**src/circular_double_ended_queue_defines.svh**
```systemverilog
// ---------------------------------------------------------------------------
// Circular deque assertion macros
// Shared helpers for concurrent checks clocked on clk, disabled in reset.
// ---------------------------------------------------------------------------
`ifndef CIRCULAR_DOUBLE_ENDED_QUEUE_DEFINES_SVH
`define CIRCULAR_DOUBLE_ENDED_QUEUE_DEFINES_SVH

// Same-cycle implication check
`define CDQ_ASSERT_IMP(label, ante, cons) \
	label: assert property (@(posedge clk) disable iff (!arst_n) (ante) |-> (cons)) \
		else $error("deque check failed");

// Next-cycle implication check
`define CDQ_ASSERT_NXT(label, ante, cons) \
	label: assert property (@(posedge clk) disable iff (!arst_n) (ante) |=> (cons)) \
		else $error("deque check failed");

`endif

```
**src/cdq_pkg.sv**
```systemverilog
// ---------------------------------------------------------------------------
// Circular deque package
// Sizes, operation and status codes, transaction types and index helpers.
// ---------------------------------------------------------------------------
`default_nettype none

package cdq_pkg;

	localparam int DEPTH = 8;
	localparam int IW    = (DEPTH > 1) ? $clog2(DEPTH) : 1;
	localparam int DW    = 32;

	typedef logic [IW-1:0] idx_t;

	// Operation codes
	localparam logic [2:0] FN_PUSH_FRONT = 3'd0;
	localparam logic [2:0] FN_PUSH_REAR  = 3'd1;
	localparam logic [2:0] FN_POP_FRONT  = 3'd2;
	localparam logic [2:0] FN_POP_REAR   = 3'd3;
	localparam logic [2:0] FN_PEEK_FRONT = 3'd4;
	localparam logic [2:0] FN_PEEK_REAR  = 3'd5;

	// Status codes
	localparam logic [1:0] ST_DONE  = 2'd0;
	localparam logic [1:0] ST_FULL  = 2'd1;
	localparam logic [1:0] ST_EMPTY = 2'd2;

	typedef struct packed {
		logic [2:0]           func;
		logic signed [DW-1:0] push_value;
	} cdq_req_t;

	typedef struct packed {
		logic signed [DW-1:0] read_value;
		logic [1:0]           status;
		logic                 now_empty;
		logic                 now_full;
	} cdq_rsp_t;

	// Advance an index with wrap at the top
	function automatic idx_t idx_next(input idx_t i);
		idx_t r;
		if (i == IW'(DEPTH - 1)) begin
			r = '0;
		end else begin
			r = i + 1'b1;
		end
		return r;
	endfunction

	// Step an index back with wrap at the bottom
	function automatic idx_t idx_prev(input idx_t i);
		idx_t r;
		if (i == '0) begin
			r = IW'(DEPTH - 1);
		end else begin
			r = i - 1'b1;
		end
		return r;
	endfunction

endpackage

`default_nettype wire

```
**src/cdq_slot_ram.sv**
```systemverilog
// ---------------------------------------------------------------------------
// Deque slot RAM
// Single-port synchronous RAM with registered read data.
// ---------------------------------------------------------------------------
`default_nettype none

module cdq_slot_ram #(
	parameter int WIDTH = 32,
	parameter int DEPTH = 8,
	parameter int AW    = (DEPTH > 1) ? $clog2(DEPTH) : 1
) (
	input  wire logic             clk,
	input  wire logic             we,
	input  wire logic             re,
	input  wire logic [AW-1:0]    addr,
	input  wire logic [WIDTH-1:0] wdata,
	output logic      [WIDTH-1:0] rdata
);

	logic [WIDTH-1:0] mem [DEPTH];

	// Write the addressed word
	always_ff @(posedge clk) begin
		if (we) begin
			mem[addr] <= wdata;
		end
	end

	// Register the addressed word on a read
	always_ff @(posedge clk) begin
		if (re) begin
			rdata <= mem[addr];
		end
	end

endmodule

`default_nettype wire

```
**src/circular_double_ended_queue.sv**
```systemverilog
// ---------------------------------------------------------------------------
// Circular double-ended queue
// Push and pop at both ends of a circular word store, with peek at either end.
// ---------------------------------------------------------------------------
// One operation is taken per clock cycle: busy stays low, and the result of
// each transaction appears on rsp with done high for exactly one cycle, in the
// cycle after it was accepted. The receiver cannot stall, so it must take
// every result in that cycle. The result timing follows from the single-port slot RAM:
// every operation makes at most one access to it, a write for a push or a
// read for a pop or peek, and the read data comes back registered, just in time
// for the result. Head, tail and the empty flag live in flops and are updated
// at accept, so the next transaction sees them at once.
// Slots need no clearing after reset; only occupied slots are ever read.
// ---------------------------------------------------------------------------
`default_nettype none
`include "circular_double_ended_queue_defines.svh"

module circular_double_ended_queue (
	input  wire logic             clk,
	input  wire logic             arst_n,
	input  wire logic             start,
	output logic                  busy,
	input  wire cdq_pkg::cdq_req_t req,
	output logic                  done,
	output cdq_pkg::cdq_rsp_t     rsp
);

	import cdq_pkg::*;

	logic accept;
	idx_t head_q, tail_q;
	logic empty_q;
	idx_t head_n, tail_n;
	logic empty_n;
	logic full_cur, full_n;
	logic ram_we, ram_re;
	idx_t ram_addr;
	logic [DW-1:0] ram_rdata;
	logic [1:0] status_n;

	logic       done_s1;
	logic       rd_sel_s1;
	logic [1:0] status_s1;
	logic       now_empty_s1;
	logic       now_full_s1;

	assign busy   = 1'b0;
	assign accept = start && !busy;

	// Decode the operation against the current indices
	always_comb begin
		full_cur = !empty_q && (idx_next(tail_q) == head_q);
		head_n   = head_q;
		tail_n   = tail_q;
		empty_n  = empty_q;
		ram_we   = 1'b0;
		ram_re   = 1'b0;
		ram_addr = head_q;
		status_n = ST_DONE;
		case (req.func)
			FN_PUSH_FRONT, FN_PUSH_REAR: begin
				if (full_cur) begin
					status_n = ST_FULL;
				end else begin
					ram_we = 1'b1;
					if (empty_q) begin
						head_n   = '0;
						tail_n   = '0;
						empty_n  = 1'b0;
						ram_addr = '0;
					end else if (req.func == FN_PUSH_FRONT) begin
						head_n   = idx_prev(head_q);
						ram_addr = head_n;
					end else begin
						tail_n   = idx_next(tail_q);
						ram_addr = tail_n;
					end
				end
			end
			FN_POP_FRONT, FN_POP_REAR, FN_PEEK_FRONT, FN_PEEK_REAR: begin
				if (empty_q) begin
					status_n = ST_EMPTY;
				end else begin
					ram_re = 1'b1;
					if (req.func == FN_POP_FRONT || req.func == FN_PEEK_FRONT) begin
						ram_addr = head_q;
					end else begin
						ram_addr = tail_q;
					end
					if (req.func == FN_POP_FRONT || req.func == FN_POP_REAR) begin
						if (head_q == tail_q) begin
							head_n  = '0;
							tail_n  = '0;
							empty_n = 1'b1;
						end else if (req.func == FN_POP_FRONT) begin
							head_n = idx_next(head_q);
						end else begin
							tail_n = idx_prev(tail_q);
						end
					end
				end
			end
			default: begin
				status_n = ST_DONE;
			end
		endcase
		full_n = !empty_n && (idx_next(tail_n) == head_n);
	end

	// Advance indices on each accepted transaction
	always_ff @(posedge clk or negedge arst_n) begin
		if (!arst_n) begin
			head_q  <= '0;
			tail_q  <= '0;
			empty_q <= 1'b1;
		end else if (accept) begin
			head_q  <= head_n;
			tail_q  <= tail_n;
			empty_q <= empty_n;
		end
	end

	cdq_slot_ram #(
		.WIDTH(DW),
		.DEPTH(DEPTH),
		.AW   (IW)
	) u_slot_ram (
		.clk  (clk),
		.we   (ram_we && accept),
		.re   (ram_re && accept),
		.addr (ram_addr),
		.wdata(req.push_value),
		.rdata(ram_rdata)
	);

	// Hold the result strobe for one cycle
	always_ff @(posedge clk or negedge arst_n) begin
		if (!arst_n) begin
			done_s1 <= 1'b0;
		end else begin
			done_s1 <= accept;
		end
	end

	// Capture result fields that do not come from the RAM
	always_ff @(posedge clk) begin
		if (accept) begin
			rd_sel_s1    <= ram_re;
			status_s1    <= status_n;
			now_empty_s1 <= empty_n;
			now_full_s1  <= full_n;
		end
	end

	assign done           = done_s1;
	assign rsp.read_value = rd_sel_s1 ? ram_rdata : '0;
	assign rsp.status     = status_s1;
	assign rsp.now_empty  = now_empty_s1;
	assign rsp.now_full   = now_full_s1;

	// Checks
	`CDQ_ASSERT_NXT(a_done_follows_accept, accept, done)
	`CDQ_ASSERT_NXT(a_no_done_without_accept, !accept, !done)
	`CDQ_ASSERT_IMP(a_empty_indices_home, empty_q, head_q == '0 && tail_q == '0)
	`CDQ_ASSERT_IMP(a_not_empty_and_full, done, !(rsp.now_empty && rsp.now_full))

endmodule

`default_nettype wire

```
**config.mk**
```make
export PLATFORM = sky130hd
export DESIGN_NAME = circular_double_ended_queue
export DESIGN_NICKNAME = d
export VERILOG_FILES = /design/src/cdq_pkg.sv /design/src/cdq_slot_ram.sv /design/src/circular_double_ended_queue.sv
export VERILOG_INCLUDE_DIRS = /design/src /design/src/src
export SDC_FILE = /design/constraint.sdc
export NUM_CORES = 1
export LEC_CHECK = 0
export ABC_CLOCK_PERIOD_IN_PS = 5100
export BUFFER_PORTS_ARGS = -buffer_cell sky130_fd_sc_hd__clkbuf_2
export CAP_MARGIN = 20
export CORE_MARGIN = 2
export CORE_UTILIZATION = 55
export DETAILED_ROUTE_END_ITERATION = 8
export GPL_ROUTABILITY_DRIVEN = 0
export PLACE_DENSITY = 0.74
export SLEW_MARGIN = 10
export SYNTH_ARGS = -nofsm -noshare
export SYNTH_HDL_FRONTEND = slang
export SYNTH_SLANG_ARGS = --single-unit
```
**constraint.sdc**
```tcl
create_clock -name clk -period 5.1 [get_ports clk]
set_input_delay 0.255 -clock clk [delete_from_list [all_inputs] [get_ports clk]]
set_output_delay 0.255 -clock clk [all_outputs]
set_load 0.1 [all_outputs]
```
# --- Word level (Yosys, flattened, before mapping) ---
# Memory sizes are Yosys's and may differ from the RTL's. A register that Yosys moved wholly into a read port is not among the register bits.
# Index checks and enable logic that the tools add are counted.
classes:
  addsub: 5
  mul: 0
  div_mod_pow: 0
  order_cmp: 0
  n_eq_ne: 11
  shifts: 0
  mux: 42
  bitwise_logic: 0
  n_reduce_logical: 13
ops:
  columns: ["operator", "n"]
  rows:
  - ["$mux W3", 24]
  - ["$mux W32", 1]
  - ["$pmux W3 S2", 3]
  - ["$eq A3 B3 Y1 const B", 5]
  - ["$mux W1", 11]
  - ["$add A3 B1 Y3 const B", 3]
  - ["$eq A3 B3 Y1", 3]
  - ["$logic_not A3 Y1", 3]
  - ["$eq A3 B2 Y1 const B", 2]
  - ["$sub A3 B1 Y3 const B", 2]
  - ["$logic_and A1 B1 Y1", 4]
  - ["$pmux W2 S2", 1]
  - ["$reduce_or A4 Y1", 1]
  - ["$eq A3 B1 Y1 const B", 1]
  - ["$logic_not A1 Y1", 2]
  - ["$logic_or A1 B1 Y1", 2]
  - ["$mux W2", 1]
  - ["$pmux W1 S2", 1]
  - ["$reduce_or A2 Y1", 1]
word_totals:
  ff_bits: 13
  latchBits: 0
  mem_bits_rw: 256
  mem_bits_ro: 0
  output_inout_bits: 38
  memories: 1
mem_list:
  columns: ["name", "depth", "width", "read_ports", "rd_clocked_by_memory_dff", "write_ports", "line_no", "rtl"]
  rows:
  - ["u_slot_ram.mem", 8, 32, 1, 1, 1, "cdq_slot_ram.sv:20", "logic [WIDTH-1:0] mem [DEPTH];"]

# --- Logic depth before layout (Yosys ltp) ---
# Gate-level depths: netlist of the first run.
depth:
  word_depth: 11
  mapped_depth: 15
  depth_no_buf: 13

# --- By module ---
# A second synthesis of the first run with hierarchy kept.
unflattened:
  cells_unflattened: 674
  area_unflattened_um2: 12539.5
modules_own_cells:
  columns: ["module", "n_inst", "cells_per_inst", "area_per_inst_um2", "seq_area_each_um2"]
  rows:
  - ["cdq_slot_ram", 1, 453, 10820.4, 8648.3]
  - ["circular_double_ended_queue", 1, 221, 1719.1, 351.6]

# --- Least setup slack after synthesis of the first run ---
# Ideal clock, no wire load.
synth_timing:
  path_kind: "flip-flop to flip-flop"
  from: "register tail_q[0]"
  to: "memory u_slot_ram.mem[0][0] (enable)"
  arrival_ns: 4.509
  path_slack_ns: 0.130
  stages_incl_launch_ff: 13
  path_buffers: 4
  synth_period_minus_slack_ns: 4.970
  cell_sequence: "dfrtp_1 > buf_4 > inv_1 > ha_1 > xnor2_1 > nand3_1 > buf_4 > nand2_1 > o221a_2 > buf_2 > buf_2 > o2111ai_1 > nor3_1"
synth_via:
  elab_chain_cells: 9
  elab_cells_between_ends: 16
  cone_classes: "1 x add/sub; 2 x eq/ne; 11 x mux; 2 x reduce/logical"
synth_rtl:
  columns: ["item", "line_no", "rtl"]
  rows:
  - ["from (decl)", "circular_double_ended_queue.sv:31", "idx_t head_q, tail_q;"]
  - ["from (signal assigned)", "circular_double_ended_queue.sv:118", "tail_q <= tail_n;"]
  - ["$add A3 B1 Y3 or $eq A3 B3 Y1 (tied branches)", "cdq_pkg.sv:46, cdq_pkg.sv:43", null]
  - ["$mux W3", "cdq_pkg.sv:43", "if (i == IW'(DEPTH - 1)) begin"]
  - ["$eq A3 B3 Y1", "circular_double_ended_queue.sv:52", "full_cur = !empty_q && (idx_next(tail_q) == head_q);"]
  - ["$logic_and A1 B1 Y1", "circular_double_ended_queue.sv:52", null]
  - ["$mux W1", "circular_double_ended_queue.sv:62", "if (full_cur) begin"]
  - ["$mux W1", "circular_double_ended_queue.sv:60", "case (req.func)"]
  - ["$logic_and A1 B1 Y1", "circular_double_ended_queue.sv:129", ".we (ram_we && accept),"]
  - ["$mux W1", "cdq_slot_ram.sv:24", "if (we) begin"]
  - ["$mux W1 (implied by the code)", "cdq_slot_ram.sv:25", "mem[addr] <= wdata;"]
  - ["to (decl)", "cdq_slot_ram.sv:20", null]
# Several ways; a longest one is shown, not always the timed one.

# --- Final worst setup path of the first run ---
layout_timing:
  from: "register tail_q[0]"
  to: "register now_full_s1 (data pin)"
layout_via:
  elab_chain_cells: 11
  elab_cells_between_ends: 33
  cone_classes: "3 x add/sub; 5 x eq/ne; 21 x mux; 4 x reduce/logical"
layout_rtl:
  columns: ["item", "line_no", "rtl"]
  rows:
  - ["$sub A3 B1 Y3 or $logic_not A3 Y1 (tied branches)", "cdq_pkg.sv:57, cdq_pkg.sv:54", null]
  - ["$mux W3", "cdq_pkg.sv:54", "if (i == '0) begin"]
  - ["$mux W3", "circular_double_ended_queue.sv:95", "end else if (req.func == FN_POP_FRONT) begin"]
  - ["$mux W3", "circular_double_ended_queue.sv:91", "if (head_q == tail_q) begin"]
  - ["$mux W3", "circular_double_ended_queue.sv:90", "if (req.func == FN_POP_FRONT || req.func == FN_POP_REAR) begin"]
  - ["$mux W3", "circular_double_ended_queue.sv:81", "if (empty_q) begin"]
  - ["$pmux W3 S2 *", "circular_double_ended_queue.sv:60", null]
  - ["via tail_n[1]", "circular_double_ended_queue.sv:33", "idx_t head_n, tail_n;"]
  - ["$add A3 B1 Y3 or $eq A3 B3 Y1 (tied branches)", "cdq_pkg.sv:46, cdq_pkg.sv:43", null]
  - ["$mux W3 *", "cdq_pkg.sv:43", null]
  - ["$eq A3 B3 Y1 *", "circular_double_ended_queue.sv:107", "full_n = !empty_n && (idx_next(tail_n) == head_n);"]
  - ["$logic_and A1 B1 Y1 *", "circular_double_ended_queue.sv:107", null]
  - ["via full_n", "circular_double_ended_queue.sv:35", "logic full_cur, full_n;"]
  - ["to (signal assigned)", "circular_double_ended_queue.sv:151", "now_full_s1 <= full_n;"]
  - ["to (decl)", "circular_double_ended_queue.sv:45", "logic now_full_s1;"]
# Mark *: on every way through the listed nets, which the timed path passes. The rest lies on a longest branch.
# A chain may end at the register's enable or synchronous reset.

==> impl_metrics.py, run 1 <==
metrics = {
    "route": {
        "drc": 0,
        "drtIter0Drc": 577,
        "vias": 7244,
        "wl_per_cell_microns": 22.34,
        "drt-pass1-iter-count": 5,
        "drt_wl_total_microns": 27190,
        "antenna_left": 0,
        "detail_route.vias_per_cell": 5.952,
    },
    "min_path": {
        "holdPathStages": 1,
        "holdCritPathClass": "in2reg",
        "min_from": "req[1]",
        "holdPathEnd": "u_slot_ram.mem[2][1]",
    },
    "synthesis": {
        "avgSynthCellArea_sq_um": 15.77,
        "ys_async_sr_fraction_pct": 2.658,
        "yosysUniqueCellTypes": 64,
        "ys.warnings.count": 0,
        "synthCells": 803,
        "synth_edf_count": 293,
        "syn_area_sq_um": 12660,
        "postSynthNetCount": 854,
        "synth_seq_cells": 301,
        "ys_seq_area_share_pct": 71.06,
        "synthFlopType": "edfxtp_1",
    },
    "clock_network": {
        "htree_levels": 1,
        "clock_path_buffers": 3,
        "clk_pin_slew_ns": 0.06,
        "cts_tree": "yes",
        "clkSinkCount": 301,
        "cts_made_buffers": 30,
        "cts_resized": 0,
        "clk_latency_ns": 0.56,
        "root_buffer": "clkbuf_16",
        "post_cts_buffers": 0,
    },
    "timing": {
        "period_share_pct": 79.06,
        "tightest_slew_ns": 1.072,
        "hold_violations": 0,
        "rsz0062_at_grt": "false",
        "fin_crit_ns": 4.032,
        "clock-skew-final_ns": 0.01561,
        "fin_tns_setup_ns": 0,
        "max-slew-margin-rel_pct": 28.52,
        "fmax_mhz": 248.0,
        "slew_viol_final": 0,
        "setup_violations": 0,
    },
    "run_status": {
        "status": "complete, no violations",
    },
    "critical_path": {
        "worstPathCellList": "inv_1, ha_1, xnor2_1, nand3_1, nand2_1, o22ai_1, a21oi_1, o21ai_0, ha_1, ha_1, or4b_1, a311oi_1",
        "arrival_ns": 4.39,
        "r2r-end": "now_full_s1",
        "r2r_setup_slack_ns": 1.07,
        "path_delay_family": "simple AND/OR/NAND/NOR gates",
        "endpoint_kind": "register",
        "critPathRequiredTime_ns": 5.45,
        "cp.depth": 12,
        "path_class": "reg2reg",
        "timing.critical_path.mode_cell": "ha_1",
        "reg2regPathDepth": 12,
        "worst-path-buf-inv": 1,
        "crit_path_max_incr_delay_ns": 0.58,
        "timing.rr.start": "tail_q[0]",
        "crit_path_start_kind": "register",
        "cpMaxStageDelayCell": "dfrtp_1",
        "worst-path-max-fanout": 11,
    },
    "die": {
        "core_area_sq_um": 22640,
        "die_area_sq_um": 24260,
        "ioPinCount": 76,
        "die_x_microns": 155.7,
        "die_h_microns": 155.7,
        "rows": 55,
        "initial_core_util_pct": 55.94,
    },
    "global_routing": {
        "grt.total_usage_pct": 22.75,
        "grt_use_met2_pct": 39.57,
        "grt_pass1_wl_microns": 41950,
        "first_global_vias": 7439,
        "antenna_found_initial": 1,
        "grt_busiest_layer": "met2",
        "met1_usage_pct": 30.86,
        "gr-total-overflow": 0,
        "met3_usage_pct": 3.139,
        "grt_max_degree": 67,
    },
    "final_layout": {
        "area_delta_synth_final_pct": 15.28,
        "diodes": 0,
        "drive_above_1_share_pct": 24.36,
        "fin_nets": 959,
        "final_util_pct": 64.49,
    },
    "power_and_ir_drop": {
        "ir_drop_mv": 0.3121,
        "powerDensity_nw_per_um2": 481.6,
        "total_power_uw": 7031,
        "p_leak_uw": 0.005070,
    },
    "placed_design": {
        "io_buffers": 74,
        "dp_hpwl_microns": 15430,
    },
    "flow_run": {
        "drv_cap": 0,
    },
}
==> report_power, final <==
part | switching, uW | internal (uW) | leakage, uW
clock network | 895 | 1130 | 0.000440
registers | 84.7 | 2920 | 0.00275
logic | 1340 | 670 | 0.00188
total | 2320 | 4720 | 0.00507
==> how the worst max path moves through the flow <==
stage | slack [ns] | from | end
floorplan | 0.13 | tail_q[0] | u_slot_ram.mem[0][0]
global placement | 1.23 | tail_q[0] | u_slot_ram.rdata[29]
detailed placement | 1.14 | tail_q[0] | now_full_s1
CTS | 1.12 | tail_q[0] | now_full_s1
global route | 0.78 | tail_q[0] | now_full_s1
finish | 1.07 | tail_q[0] | now_full_s1
==> Yosys cell counts (8+ instances only) <==
cell         n  area, sq um
o22ai_1     34        212.7
edfxtp_1   293         8798
nor2_1      19        71.32
and2_1      35        219.0
mux2_2      32        360.4
buf_2       23        115.1
mux2i_1     37        370.4
o2bb2ai_1   31        271.5
clkbuf_1    11        41.29
ha_1        13        162.7
nand2_1     79        296.5
buf_4        9        67.56
a211oi_2    30        375.4
and3_1      34        212.7
nor3_1       8        40.04
o21ai_0      8        40.04
==> per-layer routing <==
layer	share of wire (%)	routed length, microns	vias up
met3	5.7	1539	40
li1	-	-	3335
met1	42	11500	3614
met5	0	0	-
met4	1.9	522	0
met2	50	13630	255
==> cell type report <==
class / count / area (sq um)
sequential: 301 / 9000
fill: 1579 / 8040
multi-input combinational: 441 / 3411
timing repair buffer: 125 / 888.4
clock buffer: 36 / 773.2
tap: 285 / 356.6
clock inverter: 20 / 137.6
inverter: 9 / 33.78
==> logic make-up after synthesis <==
family                     count (synthesis)  synth area share (%)
muxes                                     73                 6.125
adders and majority gates                 13                 1.284
and+or+nand+nor                          199                 7.903
DFF                                      301                 71.06
xor gates and xnor gates                  11                0.8200
AOI/OAI and AO/OA                        144                 10.12
buffers and inverters                     61                 2.657
other                                      1               0.02961
==> through the flow <==
stage | setup WS, ns | instances | cell area (sq um) | hold WS, ns
3_3_place_gp | 1.230 | 1134 | 13410 | 0.1341
6_report | 1.068 | 1217 | 14600 | 0.0006526
4_1_cts | 1.115 | 1216 | 14590 | 0.0003396
3_5_place_dp | 1.139 | 1134 | 13410 | 0.1307
2_1_floorplan | 0.1297 | 803 | 12660 | -0.04059
5_1_grt | 0.7813 | 1217 | 14600 | 0.01639
==> worst register-to-register path, delay by kind of cell (launching register included) <==
family / cells / cell delay [ns]
AOI/OAI and AO/OA: 4 / 0.73
buffers and inverters: 1 / 0.20
DFF: 1 / 0.58
and+or+nand+nor: 3 / 1.27
adders and majority gates: 3 / 0.85
xor gates and xnor gates: 1 / 0.21
==> state kept, by name, indices dropped and copies added (netlist names), 2 cells and up <==
name / cells
u_slot_ram.mem: 256
head_q: 3
tail_q: 3
status_s1: 2
u_slot_ram.rdata: 32
==> layout by cell type, fill, tap and decap left out, drive strengths merged, types with 5 or more instances in the layout <==
| cell type | n |
|---|---|
| and2 | 35 |
| buf | 25 |
| a21oi | 8 |
| nor2b | 5 |
| and3 | 34 |
| nor2 | 19 |
| o22ai | 34 |
| nand3 | 5 |
| dlygate4sd3 | 26 |
| ha | 13 |
| clkinv | 18 |
| inv | 8 |
| nand2 | 79 |
| dfrtp | 7 |
| nor3 | 9 |
| o2bb2ai | 31 |
| xor2 | 7 |
| mux2 | 36 |
| edfxtp | 293 |
| clkbuf | 110 |
| o21ai | 8 |
| mux2i | 37 |
| a211oi | 34 |
==> what timing repair did <==
action | CTS | global route
endpoints found under the hold margin | 195 | 0
hold buffers | 26 | 0
setup endpoints to repair | 0 | 0
Power figures use the tool's default switching activity.
==> inputs of run 2 (changes only) <==
- ABC_AREA: default -> 1
- ABC_CLOCK_PERIOD_IN_PS: 5100 -> 3900
- PLACE_DENSITY: 0.74 -> 0.71
- clock period: 5.1 -> 3.9 ns (I/O delays scaled with it)
==> impl_metrics.py, run 2 <==
metrics = {
    "run_status": {
        "status": "complete, no violations",
    },
    "synthesis": {
        "synthAdderAreaFrac_pct": 1.164,
        "synth_common_cells": "337 x nand2_1, 293 x edfxtp_1, 221 x inv_1, 157 x nand3_1, 126 x nand3b_1",
        "syn_area_sq_um": 13970,
        "synth_top_family_by_area": "simple AND/OR/NAND/NOR gates",
        "synth_edf_count": 293,
        "yosys-top-cells-area": "edfxtp_1 63%, nand2_1 9.1%, nand3b_1 6.8%",
        "ys_seq_area_share_pct": 64.43,
        "synth_top_area_cell": "edfxtp_1",
        "yosysUniqueCellTypes": 33,
        "postSynthNetCount": 1382,
        "synth_seq_cells": 301,
        "synth_compound_area_share_pct": 1.164,
        "synth.top_cell.area_share_pct": 62.99,
        "synthSimpleGateAreaFrac_pct": 23.37,
        "avgSynthCellArea_sq_um": 10.49,
        "ys.warnings.count": 0,
        "ys_async_sr_fraction_pct": 2.658,
        "synthMostInstantiatedCell": "nand2_1",
        "synth-xor-area-share_pct": 0.1254,
        "synthCells": 1331,
        "synthFlopType": "edfxtp_1",
        "synthMuxAreaShare_pct": 0,
    },
    "die": {
        "initial_core_util_pct": 55.79,
        "rows": 58,
        "core_area_sq_um": 25040,
        "die_x_microns": 163.4,
        "die_h_microns": 163.4,
        "die_area_sq_um": 26690,
        "ioPinCount": 76,
    },
    "route": {
        "wl_per_cell_microns": 16.73,
        "drc": 0,
        "drtIter0Drc": 710,
        "drt-pass1-iter-count": 7,
        "vias": 9189,
        "drt_wl_total_microns": 29910,
        "antenna_left": 0,
        "detail_route.vias_per_cell": 5.139,
    },
    "min_path": {
        "holdCritPathClass": "in2async",
    },
    "timing": {
        "hold_violations": 0,
        "rsz0062_at_grt": "false",
        "fmax_mhz": 307.0,
        "fin_crit_ns": 3.257,
        "setup_violations": 0,
        "fin_tns_setup_ns": 0,
        "tightest_slew_ns": 0.9602,
        "clock-skew-final_ns": 0.02621,
        "max-slew-margin-rel_pct": 35.98,
        "period_share_pct": 83.51,
        "hold_slack_ns": 0.03156,
        "slew_viol_final": 0,
    },
    "critical_path": {
        "crit_path_start_kind": "register",
        "crit_path_max_incr_delay_ns": 0.77,
        "worst-path-max-fanout": 88,
        "r2r_setup_slack_ns": 0.64,
        "path_delay_family": "simple AND/OR/NAND/NOR gates",
        "timing.rr.start": "tail_q[0]",
        "arrival_ns": 3.56,
        "cpMaxStageDelayCell": "buf_4",
        "timing.critical_path.mode_cell": "nand2_1",
        "worstPathCellList": "ha_1, ha_1, inv_1, nand2_1, nand2_1, nor2_2, nand2_4, nand2_4, nand2_2, nand2_1, nand3_4, buf_4, nand3b_1, nand3_1, nand2_1, inv_1, nand2_1",
        "reg2regPathDepth": 17,
        "worst-path-buf-inv": 3,
        "r2r-end": "u_slot_ram.rdata[15]",
        "critPathRequiredTime_ns": 4.20,
        "endpoint_kind": "register",
        "path_class": "reg2reg",
    },
    "clock_network": {
        "htree_levels": 1,
        "cts_resized": 0,
        "clock_path_buffers": 3,
        "post_cts_buffers": 0,
        "clk_pin_slew_ns": 0.06,
        "cts_tree": "yes",
        "clk_latency_ns": 0.57,
        "cts_made_buffers": 30,
        "clkSinkCount": 301,
        "root_buffer": "clkbuf_16",
    },
    "final_layout": {
        "drive_above_1_share_pct": 13.25,
        "mostFrequentLayoutCells": "336 x nand2_1, 293 x edfxtp_1, 221 x inv_1",
        "area_delta_synth_final_pct": 14.70,
        "final_common_cell": "nand2_1",
        "largest_register_ffs": 256,
        "reg.largest.list": "u_slot_ram.mem x256, u_slot_ram.rdata x32",
        "fin_nets": 1485,
        "max_flop_register": "u_slot_ram.mem",
    },
    "placed_design": {
        "dp_hpwl_microns": 16700,
        "io_buffers": 74,
    },
    "power_and_ir_drop": {
        "seqPwrFrac_pct": 40.2,
        "clkPwrFrac_pct": 28.5,
        "ir_drop_mv": 0.4437,
        "p_leak_uw": 0.006949,
        "p_sw_share_pct": 36.03,
        "power.switching_uw": 3552,
        "comb_power_share_pct": 31.3,
        "internal_power_uw": 6307,
        "powerDensity_nw_per_um2": 615.4,
    },
    "global_routing": {
        "grt_max_degree": 89,
        "gr-total-overflow": 0,
        "grt.total_usage_pct": 22.96,
        "antenna_found_initial": 1,
        "grt_pass1_wl_microns": 47620,
        "first_global_vias": 8866,
    },
    "flow_run": {
        "drv_cap": 0,
    },
}
## run 2: changes by cell type in the layout (fill, tap and decap cells not counted), sizes merged, moves of 33 or more
cell,delta
nand2,+266
inv,+234
nand3,+153
nand3b,+126
mux2i,-37
mux2,-36
and2,-35
a211oi,-34
and3,-34
o22ai,-33
## run 2: stage by stage
step | util (%) | setup WS, ns | cell area [sq um] | power [uW] | instances
2_1_floorplan | - | 0.04875 | 13970 | 6440 | 1331
3_3_place_gp | 58.70 | 0.7447 | 14700 | 7023 | 1698
3_5_place_dp | 58.70 | 0.6728 | 14700 | 7095 | 1698
4_1_cts | 63.98 | 0.6415 | 16020 | 9919 | 1787
5_1_grt | 63.99 | 0.3796 | 16020 | 10400 | 1788
6_report | 63.99 | 0.6429 | 16020 | 9859 | 1788
## run 2: power by group through the flow
stage	logic, uW	clock network, uW	registers [uW]
4_1_cts	3100	2850	3970
3_5_place_dp	3060	0	4030
5_1_grt	3430	2980	3990
2_1_floorplan	2430	0	4010
6_report	3080	2810	3970
3_3_place_gp	2990	0	4030
## run 2: layer usage
| layer | GRT usage [%] | wire [microns] | share of wire (%) |
|---|---|---|---|
| met5 | 0 | 0 | 0 |
| met4 | 6.396 | 639 | 2.1 |
| met3 | 3.123 | 1537 | 5.1 |
| met2 | 38.05 | 14210 | 47 |
| met1 | 32.10 | 13530 | 45 |
## run 2: worst max-delay path by stage
stage / cells past startpoint / start / endpoint / slack (ns)
2_1_floorplan: 15 / tail_q[0] / u_slot_ram.mem[3][0] / 0.05
3_3_place_gp: 17 / tail_q[0] / u_slot_ram.rdata[1] / 0.74
3_5_place_dp: 17 / tail_q[0] / u_slot_ram.rdata[1] / 0.67
4_1_cts: 17 / tail_q[0] / u_slot_ram.rdata[1] / 0.64
5_1_grt: 17 / tail_q[0] / u_slot_ram.rdata[15] / 0.38
6_report: 17 / tail_q[0] / u_slot_ram.rdata[15] / 0.64
## run 2: logic make-up (layout without fill, tap and decap cells)
kind of cell | after synthesis | in the layout
xor+xnor | 2 | 2
compound gates | 29 | 29
flops | 301 | 301
fa+ha+maj | 13 | 13
buf+inv | 319 | 445
other cells | 1 | 2
simple gates | 666 | 666
## run 2: layout make-up
cell class              count  area [sq um]
fillers                  1988          9015
flip-flops and latches    301          9000
multi-input cells         711          3696
repair buffers            137         978.4
inverters                 253         949.7
clock buffers              42         845.8
well taps                 330         412.9
clock inverters            13         136.4
diodes                      1         2.502
## run 2: worst register-to-register path, stage by stage (launching register included)
cell and delay (ns):
dfrtp_1 0.49, ha_1 0.25, ha_1 0.29, inv_1 0.08, nand2_1 0.05, nand2_1 0.08
nor2_2 0.05, nand2_4 0.12, nand2_4 0.08, nand2_2 0.08, nand2_1 0.08, nand3_4 0.09
buf_4 0.77, nand3b_1 0.21, nand3_1 0.13, nand2_1 0.06, inv_1 0.05, nand2_1 0.04
## run 2: what timing repair did
| item | 4_1_cts | 5_1_grt |
|---|---|---|
| hold endpoints to repair | 265 | 0 |
| hold buffers | 34 | 0 |
| setup endpoints to repair | 0 | 0 |
